[config.mk]
export PLATFORM = sky130hd
export DESIGN_NAME = approx_octagonal_diameter_flat
export DESIGN_NICKNAME = d
export VERILOG_FILES = /design/src/sv/aod_pkg.sv /design/src/sv/aod_if.sv /design/src/sv/aod_pair_score.sv /design/src/sv/approx_octagonal_diameter.sv /design/src/flat_wrapper.sv
export SDC_FILE = /design/constraint.sdc
export NUM_CORES = 2
export LEC_CHECK = 0
export ABC_AREA = 1
export BUFFER_PORTS_ARGS = -buffer_cell sky130_fd_sc_hd__buf_2
export CELL_PAD_IN_SITES_DETAIL_PLACEMENT = 0
export CELL_PAD_IN_SITES_GLOBAL_PLACEMENT = 1
export CORE_MARGIN = 1.5
export CORE_UTILIZATION = 48
export CTS_CLUSTER_SIZE = 20
export DETAILED_ROUTE_END_ITERATION = 7
export HOLD_SLACK_MARGIN = 0.1
export PLACE_DENSITY_LB_ADDON = 0.12
export REMOVE_ABC_BUFFERS = 1
export SLEW_MARGIN = 20
export SYNTH_ARGS = -nofsm -noshare
export SYNTH_HDL_FRONTEND = slang
export SYNTH_SLANG_ARGS = --single-unit
[constraint.sdc]
create_clock -name clock -period 18.1 [get_ports clock]
set_input_delay 1.81 -clock clock [delete_from_list [all_inputs] [get_ports clock]]
set_output_delay 1.81 -clock clock [all_outputs]
set_load 0.02 [all_outputs]
[src/sv/aod_pkg.sv]
// Shared constants for the approximate octagonal diameter block.
// Fixed-point scale, default sizes and result field widths; no dependencies.
package aod_pkg;

   // Q0.16 fixed point: c = sqrt(2) - 1 and the weight of one unit
   localparam int FRAC_BITS = 16;
   localparam int C_Q16     = 27146;

   // Default sizes handed to the top level
   localparam int MAX_POINTS_DEF = 65536;
   localparam int COORD_BITS_DEF = 16;

   // Projection groups and the extremes they keep (a max and a min each)
   localparam int NUM_GROUPS  = 4;
   localparam int NUM_EXTREME = 2 * NUM_GROUPS;

   // Result field widths
   localparam int IDX_OUT_W  = 17;
   localparam int DIST_OUT_W = 33;

   // Projection group codes
   typedef enum logic [1:0] {
      GRP_X_MINUS_CY = 2'd0,
      GRP_X_PLUS_CY  = 2'd1,
      GRP_Y_MINUS_CX = 2'd2,
      GRP_Y_PLUS_CX  = 2'd3
   } group_type;

endpackage

[src/sv/aod_if.sv]
// Point and result channel interfaces for the octagonal diameter block.
// Depends on aod_pkg for default widths and result field widths.
interface aod_req_if #(
   parameter int COORD_BITS = aod_pkg::COORD_BITS_DEF
);
   logic                         valid;
   logic                         ready;
   logic signed [COORD_BITS-1:0] x_coord;
   logic signed [COORD_BITS-1:0] y_coord;
   logic                         last_point;

   modport source (output valid, output x_coord, output y_coord, output last_point,
                   input ready);
   modport sink   (input valid, input x_coord, input y_coord, input last_point,
                   output ready);
endinterface

interface aod_rsp_if;
   import aod_pkg::*;

   logic                  valid;
   logic                  ready;
   logic [IDX_OUT_W-1:0]  first_index;
   logic [IDX_OUT_W-1:0]  second_index;
   logic [DIST_OUT_W-1:0] best_distance;
   logic                  overflowed;

   modport source (output valid, output first_index, output second_index,
                   output best_distance, output overflowed, input ready);
   modport sink   (input valid, input first_index, input second_index,
                   input best_distance, input overflowed, output ready);
endinterface

[src/sv/aod_pair_score.sv]
// Octagonal distance and ordered index pair of one max/min extreme pair.
// Depends on aod_pkg for the Q0.16 constant.
module aod_pair_score #(
   parameter int COORD_BITS = aod_pkg::COORD_BITS_DEF,
   parameter int IDX_W      = 16,
   parameter int DIST_W     = COORD_BITS + aod_pkg::FRAC_BITS + 1
) (
   input  logic [IDX_W-1:0]             a_idx,
   input  logic signed [COORD_BITS-1:0] a_x,
   input  logic signed [COORD_BITS-1:0] a_y,
   input  logic [IDX_W-1:0]             b_idx,
   input  logic signed [COORD_BITS-1:0] b_x,
   input  logic signed [COORD_BITS-1:0] b_y,
   output logic [DIST_W-1:0]            score,
   output logic [IDX_W-1:0]             lo_idx,
   output logic [IDX_W-1:0]             hi_idx
);
   import aod_pkg::*;

   logic signed [COORD_BITS:0] dx;
   logic signed [COORD_BITS:0] dy;
   logic [COORD_BITS:0]        dx_abs;
   logic [COORD_BITS:0]        dy_abs;
   logic [COORD_BITS-1:0]      big;
   logic [COORD_BITS-1:0]      little;

   always_comb begin
      dx     = (COORD_BITS+1)'(a_x) - (COORD_BITS+1)'(b_x);
      dy     = (COORD_BITS+1)'(a_y) - (COORD_BITS+1)'(b_y);
      dx_abs = dx[COORD_BITS] ? (COORD_BITS+1)'(-dx) : (COORD_BITS+1)'(dx);
      dy_abs = dy[COORD_BITS] ? (COORD_BITS+1)'(-dy) : (COORD_BITS+1)'(dy);
      // a difference of two coordinates never exceeds 2^COORD_BITS - 1
      if (dx_abs > dy_abs) begin
         big    = dx_abs[COORD_BITS-1:0];
         little = dy_abs[COORD_BITS-1:0];
      end else begin
         big    = dy_abs[COORD_BITS-1:0];
         little = dx_abs[COORD_BITS-1:0];
      end
      score = (DIST_W'(big) << FRAC_BITS) + DIST_W'(little) * DIST_W'(C_Q16);
      if (a_idx < b_idx) begin
         lo_idx = a_idx;
         hi_idx = b_idx;
      end else begin
         lo_idx = b_idx;
         hi_idx = a_idx;
      end
   end

endmodule

[src/sv/approx_octagonal_diameter.sv]
// Top level of the approximate octagonal diameter block.
// Depends on aod_pkg, aod_req_if, aod_rsp_if and aod_pair_score.
//
//   channel | dir | fields                                          | note
//   req     | in  | x_coord, y_coord, last_point                    | one point per beat
//   rsp     | out | first_index, second_index, best_distance,       | one beat per point set,
//           |     | overflowed                                      | on the last point
//
// Takes one point every cycle while req is ready. A point folds into the eight
// extremes on the edge that it leaves the input register; a last point is
// captured in the snapshot on that same edge, then the pair scores are
// registered in the score stage and the best pair in the result register,
// which drives rsp valid. Reset is synchronous and clears only control
// state: valid bits, point count, overflow flag. A stalled rsp beat holds
// the last point in its stage; plain points keep flowing in while a result
// waits, and req stalls only once a last point cannot move on.
module approx_octagonal_diameter #(
   parameter int MAX_POINTS = aod_pkg::MAX_POINTS_DEF,
   parameter int COORD_BITS = aod_pkg::COORD_BITS_DEF
) (
   input  logic       clock,
   input  logic       reset,
   aod_req_if.sink    req,
   aod_rsp_if.source  rsp
);
   import aod_pkg::*;

   localparam int IDX_W  = (MAX_POINTS > 2) ? $clog2(MAX_POINTS) : 1;
   localparam int CNT_W  = $clog2(MAX_POINTS + 1);
   localparam int PROJ_W = COORD_BITS + FRAC_BITS + 1;
   localparam int DIST_W = COORD_BITS + FRAC_BITS + 1;
   localparam int WIDE_W = 64;

   // ---------------------------------------------------------------- input stage
   logic                         s1_v_ff, s1_v_in;
   logic signed [COORD_BITS-1:0] s1_x_ff, s1_y_ff;
   logic                         s1_last_ff;

   // ---------------------------------------------------------------- live set state
   logic [CNT_W-1:0]             cnt_ff, cnt_in;
   logic                         ovf_ff, ovf_in;
   logic [IDX_W-1:0]             ext_idx_ff  [NUM_EXTREME];
   logic signed [COORD_BITS-1:0] ext_x_ff    [NUM_EXTREME];
   logic signed [COORD_BITS-1:0] ext_y_ff    [NUM_EXTREME];
   logic signed [PROJ_W-1:0]     ext_proj_ff [NUM_EXTREME];
   logic [IDX_W-1:0]             ext_idx_in  [NUM_EXTREME];
   logic signed [COORD_BITS-1:0] ext_x_in    [NUM_EXTREME];
   logic signed [COORD_BITS-1:0] ext_y_in    [NUM_EXTREME];
   logic signed [PROJ_W-1:0]     ext_proj_in [NUM_EXTREME];
   logic signed [PROJ_W-1:0]     proj        [NUM_GROUPS];
   logic                         upd_ovf;

   // ---------------------------------------------------------------- snapshot stage
   logic                         s2_v_ff, s2_v_in;
   logic [IDX_W-1:0]             snap_idx_ff [NUM_EXTREME];
   logic signed [COORD_BITS-1:0] snap_x_ff   [NUM_EXTREME];
   logic signed [COORD_BITS-1:0] snap_y_ff   [NUM_EXTREME];
   logic                         snap_ovf_ff;

   // ---------------------------------------------------------------- score stage
   logic                         s3_v_ff, s3_v_in;
   logic [DIST_W-1:0]            s3_dist_ff [NUM_GROUPS];
   logic [IDX_W-1:0]             s3_lo_ff   [NUM_GROUPS];
   logic [IDX_W-1:0]             s3_hi_ff   [NUM_GROUPS];
   logic                         s3_ovf_ff;
   logic [DIST_W-1:0]            pair_dist  [NUM_GROUPS];
   logic [IDX_W-1:0]             pair_lo    [NUM_GROUPS];
   logic [IDX_W-1:0]             pair_hi    [NUM_GROUPS];

   // ---------------------------------------------------------------- result stage
   logic                         rsp_v_ff, rsp_v_in;
   logic [IDX_OUT_W-1:0]         rsp_first_ff, rsp_first_in;
   logic [IDX_OUT_W-1:0]         rsp_second_ff, rsp_second_in;
   logic [DIST_OUT_W-1:0]        rsp_dist_ff, rsp_dist_in;
   logic                         rsp_ovf_ff;
   logic [DIST_W-1:0]            best_dist;
   logic [IDX_W-1:0]             best_lo, best_hi;
   logic [WIDE_W-1:0]            wide_first, wide_second, wide_dist;

   // ---------------------------------------------------------------- flow control
   logic out_free, s3_free, s2_free, s1_leave;
   logic s1_load, s2_load, s3_load, out_load;

   always_comb begin
      out_free = !rsp_v_ff || rsp.ready;
      s3_free  = !s3_v_ff || out_free;
      s2_free  = !s2_v_ff || s3_free;
      // a plain point always folds into the state; a last point needs the snapshot
      s1_leave = s1_v_ff && (!s1_last_ff || s2_free);
      s1_load  = req.valid && req.ready;
      s2_load  = s1_leave && s1_last_ff;
      s3_load  = s2_v_ff && s3_free;
      out_load = s3_v_ff && out_free;
      s1_v_in  = s1_load || (s1_v_ff && !s1_leave);
      s2_v_in  = s2_load || (s2_v_ff && !s3_free);
      s3_v_in  = s3_load || (s3_v_ff && !out_free);
      rsp_v_in = out_load || (rsp_v_ff && !rsp.ready);
   end

   assign req.ready = !s1_v_ff || s1_leave;

   always_ff @(posedge clock) begin
      if (reset) begin
         s1_v_ff  <= 1'b0;
         s2_v_ff  <= 1'b0;
         s3_v_ff  <= 1'b0;
         rsp_v_ff <= 1'b0;
      end else begin
         s1_v_ff  <= s1_v_in;
         s2_v_ff  <= s2_v_in;
         s3_v_ff  <= s3_v_in;
         rsp_v_ff <= rsp_v_in;
      end
   end

   // Hold the accepted point until it folds into the state
   always_ff @(posedge clock) begin
      if (s1_load) begin
         s1_x_ff    <= req.x_coord;
         s1_y_ff    <= req.y_coord;
         s1_last_ff <= req.last_point;
      end
   end

   // ---------------------------------------------------------------- extreme update
   // Project the point onto the four directions: a*1 +/- b*c in Q.16
   always_comb begin
      for (int g = 0; g < NUM_GROUPS; g++) begin
         case (group_type'(g))
            GRP_X_MINUS_CY: proj[g] = (PROJ_W'(s1_x_ff) <<< FRAC_BITS)
                                      - PROJ_W'(s1_y_ff) * PROJ_W'(C_Q16);
            GRP_X_PLUS_CY:  proj[g] = (PROJ_W'(s1_x_ff) <<< FRAC_BITS)
                                      + PROJ_W'(s1_y_ff) * PROJ_W'(C_Q16);
            GRP_Y_MINUS_CX: proj[g] = (PROJ_W'(s1_y_ff) <<< FRAC_BITS)
                                      - PROJ_W'(s1_x_ff) * PROJ_W'(C_Q16);
            default:        proj[g] = (PROJ_W'(s1_y_ff) <<< FRAC_BITS)
                                      + PROJ_W'(s1_x_ff) * PROJ_W'(C_Q16);
         endcase
      end
   end

   // Even slots keep the max of their group, odd slots the min; ties keep the old one
   always_comb begin
      ext_idx_in  = ext_idx_ff;
      ext_x_in    = ext_x_ff;
      ext_y_in    = ext_y_ff;
      ext_proj_in = ext_proj_ff;
      upd_ovf     = ovf_ff;
      cnt_in      = cnt_ff;
      ovf_in      = ovf_ff;
      if (s1_leave) begin
         if (cnt_ff == CNT_W'(MAX_POINTS)) begin
            upd_ovf = 1'b1;
         end else begin
            for (int e = 0; e < NUM_EXTREME; e++) begin
               if ((cnt_ff == '0) ||
                   ((e % 2 == 0) && (proj[e >> 1] > ext_proj_ff[e])) ||
                   ((e % 2 == 1) && (proj[e >> 1] < ext_proj_ff[e]))) begin
                  ext_idx_in[e]  = cnt_ff[IDX_W-1:0];
                  ext_x_in[e]    = s1_x_ff;
                  ext_y_in[e]    = s1_y_ff;
                  ext_proj_in[e] = proj[e >> 1];
               end
            end
            cnt_in = cnt_ff + CNT_W'(1);
         end
         ovf_in = upd_ovf;
         // a last point closes the set: start the next one empty
         if (s1_last_ff) begin
            cnt_in = '0;
            ovf_in = 1'b0;
         end
      end
   end

   always_ff @(posedge clock) begin
      if (reset) begin
         cnt_ff <= '0;
         ovf_ff <= 1'b0;
      end else begin
         cnt_ff <= cnt_in;
         ovf_ff <= ovf_in;
      end
   end

   always_ff @(posedge clock) begin
      ext_idx_ff  <= ext_idx_in;
      ext_x_ff    <= ext_x_in;
      ext_y_ff    <= ext_y_in;
      ext_proj_ff <= ext_proj_in;
   end

   // Capture the finished extremes of a set
   always_ff @(posedge clock) begin
      if (s2_load) begin
         snap_idx_ff <= ext_idx_in;
         snap_x_ff   <= ext_x_in;
         snap_y_ff   <= ext_y_in;
         snap_ovf_ff <= upd_ovf;
      end
   end

   // ---------------------------------------------------------------- pair scoring
   for (genvar g = 0; g < NUM_GROUPS; g++) begin : g_pair
      aod_pair_score #(
         .COORD_BITS (COORD_BITS),
         .IDX_W      (IDX_W),
         .DIST_W     (DIST_W)
      ) u_pair_score (
         .a_idx  (snap_idx_ff[2*g]),
         .a_x    (snap_x_ff[2*g]),
         .a_y    (snap_y_ff[2*g]),
         .b_idx  (snap_idx_ff[2*g+1]),
         .b_x    (snap_x_ff[2*g+1]),
         .b_y    (snap_y_ff[2*g+1]),
         .score  (pair_dist[g]),
         .lo_idx (pair_lo[g]),
         .hi_idx (pair_hi[g])
      );
   end

   always_ff @(posedge clock) begin
      if (s3_load) begin
         s3_dist_ff <= pair_dist;
         s3_lo_ff   <= pair_lo;
         s3_hi_ff   <= pair_hi;
         s3_ovf_ff  <= snap_ovf_ff;
      end
   end

   // ---------------------------------------------------------------- best select
   // Scan groups in order; only a strictly larger score wins, floor is (1,1) at zero
   always_comb begin
      best_dist = '0;
      best_lo   = '0;
      best_hi   = '0;
      for (int g = 0; g < NUM_GROUPS; g++) begin
         if (s3_dist_ff[g] > best_dist) begin
            best_dist = s3_dist_ff[g];
            best_lo   = s3_lo_ff[g];
            best_hi   = s3_hi_ff[g];
         end
      end
      // indexes go out 1-based, every field cut to its port width
      wide_first    = WIDE_W'(best_lo) + WIDE_W'(1);
      wide_second   = WIDE_W'(best_hi) + WIDE_W'(1);
      wide_dist     = WIDE_W'(best_dist);
      rsp_first_in  = wide_first[IDX_OUT_W-1:0];
      rsp_second_in = wide_second[IDX_OUT_W-1:0];
      rsp_dist_in   = wide_dist[DIST_OUT_W-1:0];
   end

   always_ff @(posedge clock) begin
      if (out_load) begin
         rsp_first_ff  <= rsp_first_in;
         rsp_second_ff <= rsp_second_in;
         rsp_dist_ff   <= rsp_dist_in;
         rsp_ovf_ff    <= s3_ovf_ff;
      end
   end

   assign rsp.valid         = rsp_v_ff;
   assign rsp.first_index   = rsp_first_ff;
   assign rsp.second_index  = rsp_second_ff;
   assign rsp.best_distance = rsp_dist_ff;
   assign rsp.overflowed    = rsp_ovf_ff;

endmodule

[src/flat_wrapper.sv]
// flat-port wrapper written by rule: the top's interface ports become plain ports
module approx_octagonal_diameter_flat import aod_pkg::*;
#(
   parameter int MAX_POINTS = aod_pkg::MAX_POINTS_DEF,
   parameter int COORD_BITS = aod_pkg::COORD_BITS_DEF
)
  (clock, reset, req_valid, req_x_coord, req_y_coord, req_last_point, req_ready, rsp_valid, rsp_first_index, rsp_second_index, rsp_best_distance, rsp_overflowed, rsp_ready);
  aod_req_if #(.COORD_BITS(COORD_BITS)) req_i ();
  aod_rsp_if rsp_i ();
  input  logic clock;
  input  logic reset;
  input wire logic [$bits(req_i.valid)-1:0] req_valid;
  input wire logic [$bits(req_i.x_coord)-1:0] req_x_coord;
  input wire logic [$bits(req_i.y_coord)-1:0] req_y_coord;
  input wire logic [$bits(req_i.last_point)-1:0] req_last_point;
  output wire logic [$bits(req_i.ready)-1:0] req_ready;
  output wire logic [$bits(rsp_i.valid)-1:0] rsp_valid;
  output wire logic [$bits(rsp_i.first_index)-1:0] rsp_first_index;
  output wire logic [$bits(rsp_i.second_index)-1:0] rsp_second_index;
  output wire logic [$bits(rsp_i.best_distance)-1:0] rsp_best_distance;
  output wire logic [$bits(rsp_i.overflowed)-1:0] rsp_overflowed;
  input wire logic [$bits(rsp_i.ready)-1:0] rsp_ready;
  assign req_i.valid = req_valid;
  assign req_i.x_coord = req_x_coord;
  assign req_i.y_coord = req_y_coord;
  assign req_i.last_point = req_last_point;
  assign req_ready = req_i.ready;
  assign rsp_valid = rsp_i.valid;
  assign rsp_first_index = rsp_i.first_index;
  assign rsp_second_index = rsp_i.second_index;
  assign rsp_best_distance = rsp_i.best_distance;
  assign rsp_overflowed = rsp_i.overflowed;
  assign rsp_i.ready = rsp_ready;
  approx_octagonal_diameter #(.MAX_POINTS(MAX_POINTS), .COORD_BITS(COORD_BITS)) u_core (.clock(clock), .reset(reset), .req(req_i), .rsp(rsp_i));
endmodule
==> impl_metrics.yaml <==
status:
  status: "completed"
clocking:
  cts_tree: "yes"
  clkTransAtPathRegs_ps: 60
  ctsHoldBuffers: 0
  cts-root-buf: "clkbuf_16"
  cts.sinks: 1404
  postCtsSetupRepairBufs: 0
  clock_latency_ps: 820
  cts_buffers: 161
  cts_buffer_depth: 3
  h-tree-depth: 4
  post_cts_resized: 0
sta:
  tightest_slew_ps: 1160
  setup_tns_ps: 0
  finalClockSkew_ps: 44.2
  finalCritPeriodShare_pct: 68.0
  finalHoldViolCount: 0
  rsz0062_at_grt: "no"
  slew_viol_final: 0
  setup_viol: 0
  fmax_mhz: 81.3
  slew_headroom_pct: 22.0
  fin_crit_ps: 12300
setup_path:
  worstPathMaxFanout: 32
  startpoint_type: "flip-flop"
  cp.required_ps: 18640
  critPathSlowestCell: "o21ai_0"
  worstSetupPathType: "reg2reg"
  cp_slowest_stage_delay_ps: 1140
  critPathCaptureType: "flip-flop"
  path_common_cell: "nand2_1"
  cp_data_arrival_time_ps: 12840
grt:
  antenna_found_initial: 9
  grt_pass1_vias: 73247
  grt_max_degree: 147
  grt_pass1_wl_um: 436000
  grt_usage_pct: 26.9
  overflow: 0
placement:
  place_area_um2: 104000
  port_buffers: 105
  gp_congestion: 0.925
  dp_hpwl_um: 223000
final_layout:
  final_common_cell: "nand2_1"
  regArea_um2: 38100
  finalInstanceArea_um2: 109000
  n_fill_cell: 19337
  drive_gt1_share_pct: 5.54
  areaGrowthSynthToFinish_pct: 9.41
  final_cell_mix: "nand2_1 (2279), inv_1 (1939), ha_1 (1402)"
  multi_input_area_um2: 53500
  finalNetCount: 13231
route:
  drc: 0
  drt_first_pass_iters: 7
  wl_met1_um: 139000
  dr_wl_met2_um: 126000
  wl_met3_um: 13800
  wl_um: 285000
  vias: 76105
  antenna_violating_nets_post_route: 0
  wire_per_inst_um: 19.7
  top_layer_used: "met5"
  viasPerCell: 5.26
  drtIter0Drc: 6129
die:
  core_area_um2: 207000
  fp.dieW_um: 459
  rows: 167
  io_pins: 107
  floorplan.initialDensity_pct: 48.2
  dieArea_um2: 211000
  die_height_um: 459
logic_synthesis:
  yosysTopAreaCell: "edfxtp_1"
  syn-cell-area_um2: 99900
  ys.flop_type: "edfxtp_1"
  ys_types: 69
  yosys_warnings: 0
  syn_area_per_cell_um2: 8.77
  synth.top_cell.area_share_pct: 30.0
  seq_area_frac_synth_pct: 38.1
  syn_inst: 11391
  synth_edf_count: 998
  synthTopCellsByArea: "edfxtp_1 (30%), ha_1 (18%), nand2_1 (8.6%)"
  ys_async_sr_fraction_pct: 0
  ys_seq_elements: 1404
job:
  cap_violations: 0
worst_hold_path:
  hold_class: "reg2reg"
worst max-delay path, delay by kind of cell (launching register included):
kind	cells	cell delay, ps
flip-flops	1	410
AO/OA/AOI/OAI	11	3210
XOR/XNOR	2	860
AND/OR/NAND/NOR	19	2750
buffers and inverters	9	530
adder cells (fa/ha/maj)	11	4250
sequential cells by signal, summed over array words and instances, names as in the netlist, 16 cells and up:
register,flops
u_core.ext_idx_ff,128
u_core.rsp.second_index,17
u_core.ext_proj_ff,256
u_core.snap_y_ff,128
u_core.snap_idx_ff,128
u_core.s3_lo_ff,64
u_core.ext_x_ff,128
u_core.ext_y_ff,128
u_core.cnt_ff,17
u_core.s1_y_ff,16
u_core.rsp.best_distance,32
u_core.snap_x_ff,128
u_core.s3_dist_ff,128
u_core.s1_x_ff,16
u_core.rsp.first_index,17
u_core.s3_hi_ff,64
layer usage:
layer	vias up	GRT usage, %
li1	38097	-
met3	313	3.01
met5	-	0
met2	1710	42.6
met1	35983	39.3
met4	2	6.39
logic make-up after synthesis:
| family | count (synthesis) | share of synthesized area [%] |
|---|---|---|
| AND/OR/NAND/NOR | 3836 | 16.2 |
| flip-flops | 1404 | 38.1 |
| XOR/XNOR | 488 | 4.41 |
| buffers and inverters | 2205 | 8.49 |
| AO/OA/AOI/OAI | 1789 | 9.85 |
| other | 1 | 0.00375 |
| adder cells (fa/ha/maj) | 1668 | 22.9 |
synth_stat cells, types with 29 or more instances:
cell type,n
nand2_1,2291
inv_1,1942
ha_1,1402
edfxtp_1,998
a21oi_1,730
o21ai_0,695
nor2_1,572
nand3_1,561
dfxtp_1,406
xor2_1,326
fa_1,266
xnor2_1,145
clkbuf_1,125
nand4_1,107
nor3_1,94
buf_2,80
nand3b_1,65
o21ai_1,50
nor4_1,43
o21bai_1,41
a21o_1,39
a31oi_1,34
o21a_1,29
final timing paths:
path	start	endpoint	slack (ps)	cells past startpoint
max	u_core.snap_y_ff[0]	u_core.s3_dist_ff[31]	5800	52
min	u_core.s3_ovf_ff	u_core.rsp.overflowed	420	0
max reg2reg	u_core.snap_y_ff[0]	u_core.s3_dist_ff[31]	5800	52
min reg2reg	u_core.s3_ovf_ff	u_core.rsp.overflowed	420	0
cell type report:
cell class / count / area share [%]
Clock inverter: 86 / 0.908
Clock buffer: 217 / 4.12
Inverter: 1966 / 6.77
Tap cell: 2788 / 3.19
Multi-Input combinational cell: 7782 / 48.9
Antenna cell: 2 / 0.00458
Sequential cell: 1404 / 34.9
Timing Repair Buffer: 211 / 1.22
per-stage QoR:
stage | setup slack, ps | util [%] | std cells | hold slack [ps]
after detailed placement | 5820 | 50.1 | 14151 | 410
final | 5800 | 52.8 | 14456 | 423
after CTS | 5770 | 52.8 | 14454 | 424
after global routing | 4820 | 52.8 | 14455 | 438
after global placement | 5730 | 50.1 | 14150 | 408
after floorplan | 6590 | - | 11152 | 400
Power is not shown: default switching activity piles up to over one toggle a cycle in this logic, so the estimate is an artifact.
